File: src/rtl/ipsr_pkg.sv
`timescale 1ns / 1ps
// Shared types, widths and constants for the incremental PID speed regulator.
// No dependencies; every other rtl file imports this package.
package ipsr_pkg;

    localparam int NOW_W      = 32;
    localparam int PER_W      = 16;
    localparam int TGT_W      = 15;
    localparam int DRV_W      = 9;
    localparam int ERR_W      = 16;
    localparam int RATE_W     = 8;
    localparam int INTV_W     = 16;
    localparam int CFG_IDX_W  = 2;
    localparam int CFG_DATA_W = 16;
    localparam int SPD_W      = 15;

    // Shared divider: 25-bit dividend covers the PID numerator magnitude
    localparam int DIV_NUM_W  = 25;
    localparam int DIV_DEN_W  = 16;
    localparam int GDIV_W     = 7;
    localparam int PID_W      = 27;
    localparam int PROD_W     = PER_W + RATE_W;

    localparam logic [CFG_IDX_W-1:0] REG_INTERVAL = 2'd0;
    localparam logic [CFG_IDX_W-1:0] REG_RATE     = 2'd1;

    localparam logic [INTV_W-1:0] INTERVAL_RESET = 16'd640;
    localparam logic [RATE_W-1:0] RATE_RESET     = 8'd1;
    localparam logic [DRV_W-1:0]  DRIVE_RESET    = 9'd70;
    localparam logic [DRV_W-1:0]  DRIVE_MAX      = 9'd300;
    localparam logic [SPD_W-1:0]  SPEED_SAT      = 15'h7fff;
    localparam logic [DIV_NUM_W-1:0] SPEED_NUMER = 25'd62832;
    localparam logic [TGT_W-1:0]  GAIN_KNEE      = 15'd200;
    localparam logic [GDIV_W-1:0] GAIN_BASE      = 7'd10;
    localparam logic [GDIV_W-1:0] GAIN_TOP       = 7'd100;

    localparam logic signed [PID_W-1:0] K_E  = 27'sd245;
    localparam logic signed [PID_W-1:0] K_E1 = 27'sd350;
    localparam logic signed [PID_W-1:0] K_E2 = 27'sd125;

    typedef enum logic [6:0] {
        S_IDLE    = 7'b000_0001,
        S_CHECK   = 7'b000_0010,
        S_SPD_DIV = 7'b000_0100,
        S_ERR     = 7'b000_1000,
        S_PID     = 7'b001_0000,
        S_PID_DIV = 7'b010_0000,
        S_DRIVE   = 7'b100_0000
    } state_t;

    typedef struct packed {
        logic load_in;
        logic time_load;
        logic spd_start;
        logic err_calc;
        logic pid_start;
        logic drive_upd;
    } cmd_t;

    typedef struct packed {
        logic advancing;
        logic too_early;
        logic period_zero;
        logic div_done;
        logic out_free;
    } status_t;

    // 10 + ((200 - t) * 90) / 200 below the knee, else 10.
    // x/200*90 = ((x*9) >> 2) / 5; the /5 is a reciprocal multiply (205/1024),
    // exact for the values below 451 that occur here.
    function automatic logic [GDIV_W-1:0] gain_divisor(input logic [TGT_W-1:0] t);
        logic [7:0]  diff;
        logic [10:0] x;
        logic [16:0] y;
        diff = 8'(GAIN_KNEE - t);
        x    = 11'(diff) * 11'd9;
        y    = 17'(x[10:2]) * 17'd205;
        if (t < GAIN_KNEE)
        begin
            gain_divisor = GAIN_BASE + 7'(y[16:10]);
        end
        else
        begin
            gain_divisor = GAIN_BASE;
        end
    endfunction

endpackage

File: src/rtl/ipsr_ctrl.sv
`timescale 1ns / 1ps
// Control state machine: sequences time check, speed divide, PID divide
// and drive update. Depends on ipsr_pkg.
module ipsr_ctrl
    import ipsr_pkg::*;
(
    input  logic    clk,
    input  logic    rst_n,
    input  logic    in_valid,
    output logic    in_ready,
    input  status_t sts,
    output cmd_t    cmd
);

    state_t state_reg, state_next;

    always_comb
    begin
        state_next = state_reg;
        cmd        = '0;
        unique case (state_reg)
            S_IDLE:
            begin
                cmd.load_in = in_valid;
                if (in_valid)
                begin
                    state_next = S_CHECK;
                end
            end
            S_CHECK:
            begin
                priority if (!sts.advancing)
                begin
                    // time went backwards or stood: reload and drop the word
                    cmd.time_load = 1'b1;
                    state_next    = S_IDLE;
                end
                else if (sts.too_early)
                begin
                    state_next = S_IDLE;
                end
                else if (sts.period_zero)
                begin
                    cmd.time_load = 1'b1;
                    state_next    = S_ERR;
                end
                else
                begin
                    cmd.time_load = 1'b1;
                    cmd.spd_start = 1'b1;
                    state_next    = S_SPD_DIV;
                end
            end
            S_SPD_DIV:
            begin
                if (sts.div_done)
                begin
                    state_next = S_ERR;
                end
            end
            S_ERR:
            begin
                cmd.err_calc = 1'b1;
                state_next   = S_PID;
            end
            S_PID:
            begin
                cmd.pid_start = 1'b1;
                state_next    = S_PID_DIV;
            end
            S_PID_DIV:
            begin
                if (sts.div_done)
                begin
                    state_next = S_DRIVE;
                end
            end
            S_DRIVE:
            begin
                // hold until the output slot is free
                if (sts.out_free)
                begin
                    cmd.drive_upd = 1'b1;
                    state_next    = S_IDLE;
                end
            end
            default:
            begin
                state_next = S_IDLE;
            end
        endcase
    end

    always_ff @(posedge clk or negedge rst_n)
    begin
        if (!rst_n)
        begin
            state_reg <= S_IDLE;
        end
        else
        begin
            state_reg <= state_next;
        end
    end

    assign in_ready = state_reg == S_IDLE;

    a_ready_return: assert property (@(posedge clk) disable iff (!rst_n)
        $rose(in_ready) |-> $past(state_reg == S_CHECK) || $past(state_reg == S_DRIVE))
        else $error("controller returned to idle from an unexpected state");

endmodule

File: config.mk
export PLATFORM = sky130hd
export DESIGN_NAME = ipsr_ctrl
export DESIGN_NICKNAME = d
export VERILOG_FILES = /design/src/rtl/ipsr_pkg.sv /design/src/rtl/ipsr_ctrl.sv
export SDC_FILE = /design/constraint.sdc
export NUM_CORES = 1
export LEC_CHECK = 0
export BUFFER_PORTS_ARGS = -buffer_cell sky130_fd_sc_hd__buf_2
export CORE_MARGIN = 3
export CORE_UTILIZATION = 35
export DETAILED_ROUTE_END_ITERATION = 10
export PLACE_DENSITY = 0.66
export SLEW_MARGIN = 0
export SYNTH_ARGS = -nofsm -noshare
export SYNTH_HDL_FRONTEND = slang
export SYNTH_SLANG_ARGS = --single-unit
File: constraint.sdc
create_clock -name clk -period 4 [get_ports clk]
set_clock_uncertainty 0.15 [all_clocks]
set_input_delay 0.8 -clock clk [delete_from_list [all_inputs] [get_ports clk]]
set_output_delay 0.8 -clock clk [all_outputs]
set_load 0.02 [all_outputs]
Word-level counts from Yosys, hierarchy flattened
Cells that the tools add are included.
- equal/unequal tests: 11
- multiplexer cells: 18
- reductions and logical operators: 1
- operators by type and width (kind ; count):
    $pmux 7 s7 ; 1
    $mux 7 ; 4
    $mux 4 ; 3
    $mux 1 ; 8
    $ne 2x2->1 const B ; 4
    $eq 7x1->1 const B ; 1
    $eq 7x2->1 const B ; 1
    $eq 7x3->1 const B ; 1
    $eq 7x4->1 const B ; 1
    $eq 7x5->1 const B ; 1
    $eq 7x6->1 const B ; 1
    $eq 7x7->1 const B ; 1
    $mux 2 ; 2
    $reduce_and 4->1 ; 1
- flip-flop bits (word level): 7
- output and inout bits: 7
- word-level logic and storage cells: 31

Depth between registers and ports, before layout
Gate-level depths: netlist of the first run.
- word-level depth: 4
- mapped depth: 5
- gate-level depth less buffers: 4

Worst setup path before layout of the first run
OpenSTA, ideal clock, no wires.
- kind: register to output
- from: register state_reg[5]
- to: output cmd[5] (netlist name)
- arrival: 1.477 ns
- setup slack: 1.573 ns
- stages on the path, launching flop included: 6
- cells stage by stage: dfrtp_1 -> buf_6 -> nor3_2 -> nand2_1 -> nor2_1 -> and2_1
- RTL lines (item ; line ; text):
    start, declared ; ipsr_ctrl.sv:15 ; state_t state_reg, state_next;
    start signal, assigned ; ipsr_ctrl.sv:102 ; state_reg <= state_next;
    end, declared ; ipsr_ctrl.sv:12 ; output cmd_t cmd

==> impl_results.md, run 1 <==
- Layout Area Growth over Synthesis: 17.29%
- Simple-gate share of the synthesized area: 42.29%
- First-pass GRT wire length: 1994 um
- VDD IR max: 0.2643 mV
- Largest net degree at the start of global routing: 11
- H-tree levels: 1
- Final core occ: 45.97%
- Chip height: 45.12 um
- Row Count: 13
- CTS Sinks: 7
- CP endpoint kind: output pin
- Worst hold path class: primary input to asynchronous set/reset pin
- TritonRoute pass-1 iters: 4
- Share of layout cells above drive strength 1: 28.38%
- Core area: 1366 um^2
- Post-CTS Repair Setup Buffers: 0
- Wirelength per Cell: 13.25 um
- Initial antenna violation count: 0
- Post-synth cell types: 27
- Worst Path Buf+Inv: 1
- Crit path depth: 4
- Hpwl dp: 894.2 um
- Final Cell Area: 628.1 um^2
- Syn_nets: 66
- Detailed-route via count: 490
- Crit Path Max Fanout: 10
- Largest delay share family, worst path: simple AND/OR/NAND/NOR gates
- Final WL: 1179 um
- CP max stage delay: 480 ps
- Sum Neg Setup Slack: 0 ps
- DP Area: 601.8 um^2
- FF+latch count, synth: 7
- Max Clk Rate: 0.3795 GHz
- Die Footprint: 2035 um^2
- Flip-flop and latch area: 176.4 um^2
- Mux share of post-synthesis cell area: 0%
- Layout fillers: 142
- Crit share post-route: 65.87%
- Max-slew violations: 0
- Avg Cell Area, Syn: 9.233 um^2
- EDFF count, synth: 0
- Max cap viols: 0
- Minimum clock period: 2635 ps
- PD cells: 472.0 nW/um^2
- Diodes inserted: 0
- Routed Antenna Nets: 0
- Final layout net count: 83
- Area leader, netlist: dfrtp_1
- Die Width: 45.12 um
- Final setup vio count: 0
- Number of flip-flops under the largest register name: 7
- CP arrival: 1680 ps
- Clk Tree Root Cell: clkbuf_4
- CTS tree: yes
- CTS Buffer Depth: 2
- Post-CTS Resized: 0
- DP Worst Slack: 1512 ps
- CP startpoint kind: flop
- Clk slew on worst S/H paths: 60 ps
- Starting DRT DRC Count: 7
- Top cells by area, synth: dfrtp_1 28%, nor3b_1 5.6%, dfstp_2 4.9%
- Static leakage: 0.3010 nW
- RSZ-0062 raised after global routing: false
- Multi-input gate area: 329.1 um^2
- Slew @ Worst Pin: 360.5 ps
- Status: complete, no violations
- Synth Area in Compound Gates: 17.52%
- Highest-delay cell along the critical path: dfrtp_1
- Largest family of logic cells by synthesized area: simple AND/OR/NAND/NOR gates
- Vias in the first global route: 449
- GPL Wtd Cong: 0.8268
- Asr flop ratio synth: 100.0%
- Final Hold Fails: 0
- Yosys warning count: 0
- Synth cell count leaders: 6 x dfrtp_1, 6 x nor2_1, 4 x nand2_1, 4 x nor3b_1
- WS Path Type: flop to output pin
- Top FF cell, synth: dfrtp_1
- # IOs: 15
- Relative max-transition margin: 75.79%
- Total CTS buffers: 3
- Setup WS post-layout: 1365 ps
- Grt ovf: 0
- Port-buffer cells: 14
- Post-Synth Adder-Cell Area: 0%
- CP Cell Sequence: nor3_2, nand2_1, nor4b_4, buf_2
- Syn Inst Count: 58
- DRC Markers: 0
- WP data required: 3050 ps
- Sequential fraction of the synthesis area: 32.94%
- Initial Util: 39.19%
- Hold Buf Count CTS: 0
- Area share of the largest cell type after synthesis: 28.04%
- Register-to-Register Path Depth: 4
- Power, Total: 0.0002965 W
- Clk Latency, worst-skew pair: 260 ps
- Synthesized cell area: 535.5 um^2
- Total GRT Usage: 13.70%
- Vias/cell: 5.506
- XOR/XNOR Fraction of Synth Area: 1.636%
## power breakdown
| group | switching [W] | internal, W | leakage (nW) | total [W] |
|---|---|---|---|---|
| logic | 0.0000685 | 0.0000544 | 0.193 | 0.000123 |
| clock network | 0.0000307 | 0.0000384 | 0.0150 | 0.0000690 |
| registers | 0.0000200 | 0.0000846 | 0.0933 | 0.000105 |
| total | 0.000119 | 0.000177 | 0.301 | 0.000296 |
## placed cells by master (no fill, tap or decap), drive strengths merged
cell type  netlist  final
nor3b            4      4
nand4            1      1
and4             1      1
o21ai            2      2
clkbuf           0      4
nand2b           3      3
a31oi            2      2
o221ai           1      1
nor3             2      2
nor4             1      1
dfstp            1      1
o22ai            1      1
xor2             1      1
and2             3      3
a21o             3      3
nand3b           1      1
dfrtp            6      6
nor2             6      6
a21oi            2      2
a211oi           2      2
nor4b            4      4
buf              2     14
nand2            4      4
o31a             1      1
inv              2      2
nor2b            2      2
## cell type report
class / count / share of cell area, %
flip-flops and latches: 7 / 28.09
well taps: 15 / 2.988
inverters: 2 / 1.195
multi-input cells: 47 / 52.39
clock buffers: 4 / 4.183
repair buffers: 14 / 11.16
## metrics by stage
step | cells | hold slack [ps]
finish | 89 | 211.6
global route | 89 | 214.4
CTS | 89 | 210.9
detailed placement | 85 | 446.5
global placement | 85 | 442.6
floorplan | 58 | 354.4
## path summary, 6_finish.rpt
path | slack [ps] | endpoint | start
worst min-delay path | 210 | state_reg[1] | rst_n
min in group clk | 460 | state_reg[4] | state_reg[4]
worst min register to register | 460 | state_reg[4] | state_reg[4]
worst max-delay path | 1370 | cmd[3] | state_reg[5]
max in group asynchronous | 3260 | state_reg[0] | rst_n
worst max register to register | 2360 | state_reg[2] | state_reg[5]
## kinds of logic after synthesis
group,count (synthesis)
buffers and inverters,4
and+or+nand+nor,32
DFF,7
AOI/OAI and AO/OA,14
xor gates and xnor gates,1
## per-layer routing
metal  GRT usage [%]  share of wire (%)  up-vias
met1           18.87                 49      228
met3           1.992                4.2        2
li1                -                  -      246
met2           18.93                 45       14
met5               0                  0        -
met4           10.53                1.9        0
(Power assumes the default switching activity.)
==> run 2, diff against run 1 <==
PLACE_DENSITY = 0.68   (was 0.66)
clock period = 2.26 ns   (was 4 ns; I/O delays follow)
==> run 2 against run 1 <==
Net effect: combinational power increased by 94%; sequential cell count unchanged; count of clock-buffer cells in the layout unchanged; die area unchanged; global-route usage increased by 1.0 points; cell area increased by 8.4%; power increased by 84%; critical path depth unchanged; routed wire length increased by 7.5%; cell count increased by 4.5%; clock power increased by 80%; worst setup slack got worse by 1300 ps; largest cell class unchanged; highest routed layer unchanged.
==> impl_results.md, run 2 (synthesis gave the netlist of run 1 again) <==
- CP endpoint kind: output pin
- Total GRT Usage: 14.71% (+1.0 points)
- Minimum clock period: 2165 ps
- Crit Path Max Fanout: 7 (-3)
- RSZ-0062 raised after global routing: false
- Chip height: 45.12 um (unchanged)
- TritonRoute pass-1 iters: 4 (unchanged)
- R2R Path End: state_reg[5]
- Largest net degree at the start of global routing: 11 (unchanged)
- Register-to-Register Path Depth: 5 (+1)
- Final WL: 1268 um (+7.5%)
- Slew @ Worst Pin: 315.3 ps (-45.23 ps)
- Most common cell after layout, fill and taps aside: buf_2
- Final core occ: 49.82% (+3.8 points)
- Layout fillers: 153 (+7.7%)
- DR WL met2: 616 um (+17%)
- Routed Antenna Nets: 0 (unchanged)
- Static leakage: 0.3253 nW (+8.1%)
- Grt ovf: 0 (unchanged)
- Layout Area Growth over Synthesis: 27.10%
- Die Footprint: 2035 um^2 (unchanged)
- CTS tree: yes
- Row Count: 13 (unchanged)
- CTS Sinks: 7 (unchanged)
- Worst setup path end: cmd[3]
- Max Clk Rate: 0.4618 GHz
- Final layout net count: 87 (+4.8%)
- Share of layout cells above drive strength 1: 35.90% (+7.5 points)
- Max-slew violations: 0 (unchanged)
- Vias/cell: 5.667 (+2.9%)
- Detailed-route via count: 527 (+7.6%)
- GPL Wtd Cong: 0.8673 (+4.9%)
- Hpwl dp: 945.4 um (+5.7%)
- CP arrival: 1560 ps (-120 ps)
- Commonest non-fill, non-tap cells in the layout: 13 x buf_2, 5 x nor2_1, 5 x dfrtp_1, 4 x buf_4
- Port-buffer cells: 14 (unchanged)
- CP startpoint kind: flop
- Clk slew on worst S/H paths: 60 ps (about the same)
- WP data required: 1660 ps (-1390 ps)
- Critical Path Start: state_reg[5]
- Relative max-transition margin: 78.98% (+3.2 points)
- Diodes inserted: 0 (unchanged)
- Register-to-register setup slack: 630 ps (-1730 ps)
- Core area: 1366 um^2 (unchanged)
- PD cells: 803.6 nW/um^2 (+70%)
- Final Hold Fails: 0 (unchanged)
- Routed wire length on met3: 62 um (+24%)
- Final setup vio count: 0 (unchanged)
- H-tree levels: 1 (unchanged)
- Number of flip-flops under the largest register name: 7 (unchanged)
- Total CTS buffers: 3 (unchanged)
- Starting DRT DRC Count: 15 (+8)
- DP Area: 616.8 um^2 (+2.5%)
- VDD IR max: 0.5448 mV (+110%)
- Final Cell Area: 680.7 um^2 (+8.4%)
- Clk Tree Root Cell: clkbuf_4
- Die Width: 45.12 um (unchanged)
- Vias in the first global route: 472 (+5.1%)
- First-pass GRT wire length: 2001 um (+0.35%)
- Initial antenna violation count: 0 (unchanged)
- Sum Neg Setup Slack: 0 ps (unchanged)
- Worst hold path class: primary input to flop
- DRC Markers: 0 (unchanged)
- # IOs: 15 (unchanged)
- Initial Util: 39.19% (unchanged)
- Crit share post-route: 95.81%
- Uppermost layer routed: met4
- Max cap viols: 0 (unchanged)
- Met1 WL: 555 um (-4.0%)
- Wirelength per Cell: 13.63 um (+2.9%)
- CTS Buffer Depth: 2 (unchanged)
- Clk Latency, worst-skew pair: 270 ps (about the same)
- Status: complete, no violations
- WS Path Type: flop to output pin
- Reg2reg start: state_reg[6]
## run 2: cell types whose count changed in the layout (fill, tap and decap cells not counted), sizes merged
cell         before  now
buf              14   17
dlygate4sd3       0    1
## run 2: report_power, final
| part | switching [W] | internal, W | leakage, nW |
|---|---|---|---|
| Combinational | 0.000129 | 0.000110 | 0.219 |
| Sequential | 0.0000341 | 0.000150 | 0.0916 |
| Clock | 0.0000561 | 0.0000680 | 0.0150 |
## run 2: worst min path at each step
stage                        start      endpoint  slack (ps)  depth (start not counted)
after floorplan              rst_n  state_reg[1]           6                          0
after CTS                 in_valid  state_reg[1]         300                          2
after global placement       rst_n  state_reg[4]         150                          1
final                     in_valid  state_reg[1]         300                          2
after detailed placement     rst_n  state_reg[4]         150                          1
after global routing      in_valid  state_reg[1]         300                          2
## run 2: metal layers
layer / vias up / GRT usage, %
met5: - / 0
met4: 0 / 12.28
met3: 5 / 5.179
met2: 19 / 21.75
met1: 245 / 16.75
li1: 258 / -
## run 2: repair_timing
item | CTS | global route
hold buffers | 1 | 0
setup endpoints to repair | 3 | 4
buffers inserted | 0 | 1
pin swaps | 0 | 0
hold endpoints to repair | 6 | 0
resized for setup | 1 | 5
## run 2: through the flow
step                setup WS, ps  instances  total power (W)  hold WS [ps]
finish                     94.75         93        0.0005470         299.8
global route               1.749         93        0.0005898         298.8
CTS                       -8.810         92        0.0005427         296.4
detailed placement         247.8         87        0.0004178         149.1
global placement           293.5         87        0.0004171         151.5
floorplan                  180.8         58        0.0003474         6.409
## run 2: final cells by class
class                   count  area (um^2)  area share [%]
repair buffers             18        105.1           15.44
flip-flops and latches      7        177.7           26.10
clock buffers               4        26.28           3.860
well taps                  15        18.77           2.757
inverters                   2        7.507           1.103
multi-input cells          47        345.3           50.74
## run 2: worst max-delay path, cell delays in order (launching register included)
cell     delay [ps]
dfrtp_2         460
nor3_4          240
nand2_2         120
nor4b_4         280
buf_4           180
==> run 3, diff against run 2 <==
CORE_AREA = 3 3 40 42   (was default)
CORE_MARGIN = default   (was 3)
CORE_UTILIZATION = default   (was 35)
CTS_BUF_LIST = sky130_fd_sc_hd__clkbuf_8   (was default)
DIE_AREA = 0 0 43 45   (was default)
PLACE_DENSITY = 0.76   (was 0.68)
==> run 3 against run 2 <==
Net effect: highest routed layer unchanged; cell area decreased by 0.18%; core utilization up 3.1 points; power is 9.8% higher; sequential cell count did not move; critical endpoint unchanged; register-to-register slack better by 20 ps; global-route usage decreased by 0.19 points; via count fell by 1.9%; sequential power barely moved; count of clock-buffer cells in the layout decreased by 1; maximum frequency is 1.5% higher; non-clock buffer count shrank 2; first-iteration DRC count grew 60%.
==> impl_results.md, run 3 (synthesis gave the netlist of run 1 again) <==
- Crit share post-route: 94.42% (-1.4 points)
- Top Usage Layer GRT: met2
- CP endpoint kind: output pin
- Wirelength per Cell: 12.96 um (-5.0%)
- Final WL: 1179 um (-7.0%)
- Row Count: 13 (unchanged)
- Slew @ Worst Pin: 289.2 ps (-26.04 ps)
- Met2 Resource Use GR: 19.76% (-2.0 points)
- Final std cells w/o fill: 91 (-2.2%)
- Clk Tree Root Cell: clkbuf_8
- Setup WS post-layout: 126.0 ps (+31.27 ps)
- Chip height: 45 um (-0.25%)
- CTS Buffer Depth: 2 (unchanged)
- PD cells: 883.7 nW/um^2 (+10%)
- Final Cell Area: 679.4 um^2 (-0.18%)
- Core area: 1285 um^2 (-6.0%)
- Worst hold path class: primary input to flop
- Sum Neg Setup Slack: 0 ps (unchanged)
- Clk slew on worst S/H paths: 40 ps (-20 ps)
- Initial Util: 41.67% (+2.5 points)
- Max-slew violations: 0 (unchanged)
- GPL Wtd Cong: 0.8454 (-2.5%)
- Flip-flop and latch area: 177.7 um^2 (unchanged)
- Total GRT Usage: 14.51% (-0.19 points)
- TritonRoute pass-1 iters: 4 (unchanged)
- Initial antenna violation count: 0 (unchanged)
- Power, Total: 0.0006004 W (+9.8%)
- Starting DRT DRC Count: 24 (+9)
- GR Util met1: 16.75% (unchanged)
- CTS Sinks: 7 (unchanged)
- CP startpoint kind: flop
- Largest net degree at the start of global routing: 11 (unchanged)
- Static leakage: 0.3254 nW (about the same)
- Crit Path Max Fanout: 10 (+3)
- VDD IR max: 0.5225 mV (-4.1%)
- Multi-input gate area: 342.8 um^2 (-0.72%)
- # IOs: 15 (unchanged)
- Layout fillers: 120 (-22%)
- Clk Latency, worst-skew pair: 230 ps (-40 ps)
- Status: complete, no violations
- Max Clk Rate: 0.4686 GHz (+1.5%)
- WP data required: 1660 ps (about the same)
- Share of layout cells above drive strength 1: 32.89% (-3.0 points)
- DP Worst Slack: 300.3 ps (+52.46 ps)
- DRC Markers: 0 (unchanged)
- H-tree levels: 1 (unchanged)
- Commonest non-fill, non-tap cells in the layout: 14 x buf_2, 6 x nor2_1, 5 x dfrtp_1
- Max cap viols: 0 (unchanged)
- Vias in the first global route: 409 (-13%)
- WS Path Type: flop to output pin
- Vias/cell: 5.681 (+0.26%)
- Die Width: 43 um (-4.7%)
- First-pass GRT wire length: 1856 um (-7.2%)
- Minimum clock period: 2134 ps (-31.27 ps)
- Final Hold Fails: 0 (unchanged)
- Diodes inserted: 0 (unchanged)
- Hpwl dp: 858.8 um (-9.2%)
- Placed Instances: 86 (-1.1%)
- GR Util met3: 3.586% (-1.6 points)
- Port-buffer cells: 14 (unchanged)
- Total CTS buffers: 3 (unchanged)
- Detailed-route via count: 517 (-1.9%)
- Routed Antenna Nets: 0 (unchanged)
- Relative max-transition margin: 80.45% (+1.5 points)
- DP Area: 609.3 um^2 (-1.2%)
- Die Footprint: 1935 um^2 (-4.9%)
- Most common cell after layout, fill and taps aside: buf_2
- Grt ovf: 0 (unchanged)
- CP arrival: 1530 ps (-30 ps)
- Final setup vio count: 0 (unchanged)
- CTS tree: yes
- Number of flip-flops under the largest register name: 7 (unchanged)
- Final layout net count: 85 (-2.3%)
- Layout Area Growth over Synthesis: 26.87%
-- run 3: cell type report --
| type | instances | share of cell area (%) |
|---|---|---|
| Inverter | 2 | 1.105 |
| Clock inverter | 1 | 0.5525 |
| Clock buffer | 3 | 6.077 |
| Timing Repair Buffer | 16 | 12.89 |
| Tap cell | 15 | 2.762 |
| Sequential cell | 7 | 26.15 |
| Multi-Input combinational cell | 47 | 50.46 |
-- run 3: power breakdown --
part / leakage (nW) / switching [W] / internal (W)
sequential: 0.0916 / 0.0000346 / 0.000150
clock: 0.0269 / 0.0000596 / 0.000118
combinational: 0.207 / 0.000129 / 0.000109
-- run 3: critical path: stages, from the launching register on --
cell	delay (ps)
dfrtp_2	470
nor3_4	230
nand2_2	120
nor4b_4	270
buf_2	210
-- run 3: per-stage QoR --
step	hold WS (ps)	util [%]
6_report	333.7	52.87
5_1_grt	357.3	52.87
4_1_cts	331.7	51.70
3_5_place_dp	147.8	47.42
3_3_place_gp	147.6	47.42
2_1_floorplan	6.409	-
-- run 3: what timing repair did --
action	4_1_cts	5_1_grt
gates resized for setup	0	4
hold buffers	1	0
endpoints found under the setup margin	0	4
buffers inserted	0	0
endpoints found under the hold margin	6	0
-- run 3: worst paths after layout --
kind / startpoint / to / slack (ps) / cells after the start
setup reg to reg: state_reg[5] / state_reg[5] / 650 / 4
max in group asynchronous: rst_n / state_reg[0] / 1290 / 2
setup / recovery: state_reg[5] / cmd[3] / 130 / 4
min in group asynchronous: rst_n / state_reg[4] / 430 / 2
hold / removal: in_valid / state_reg[1] / 330 / 2
hold reg to reg: state_reg[4] / state_reg[4] / 460 / 1
-- run 3: routing by layer --
layer,vias to the layer above,share of wire [%]
met5,-,0
met4,0,5.3
li1,253,-
met1,234,42
met2,26,46
met3,4,5.8
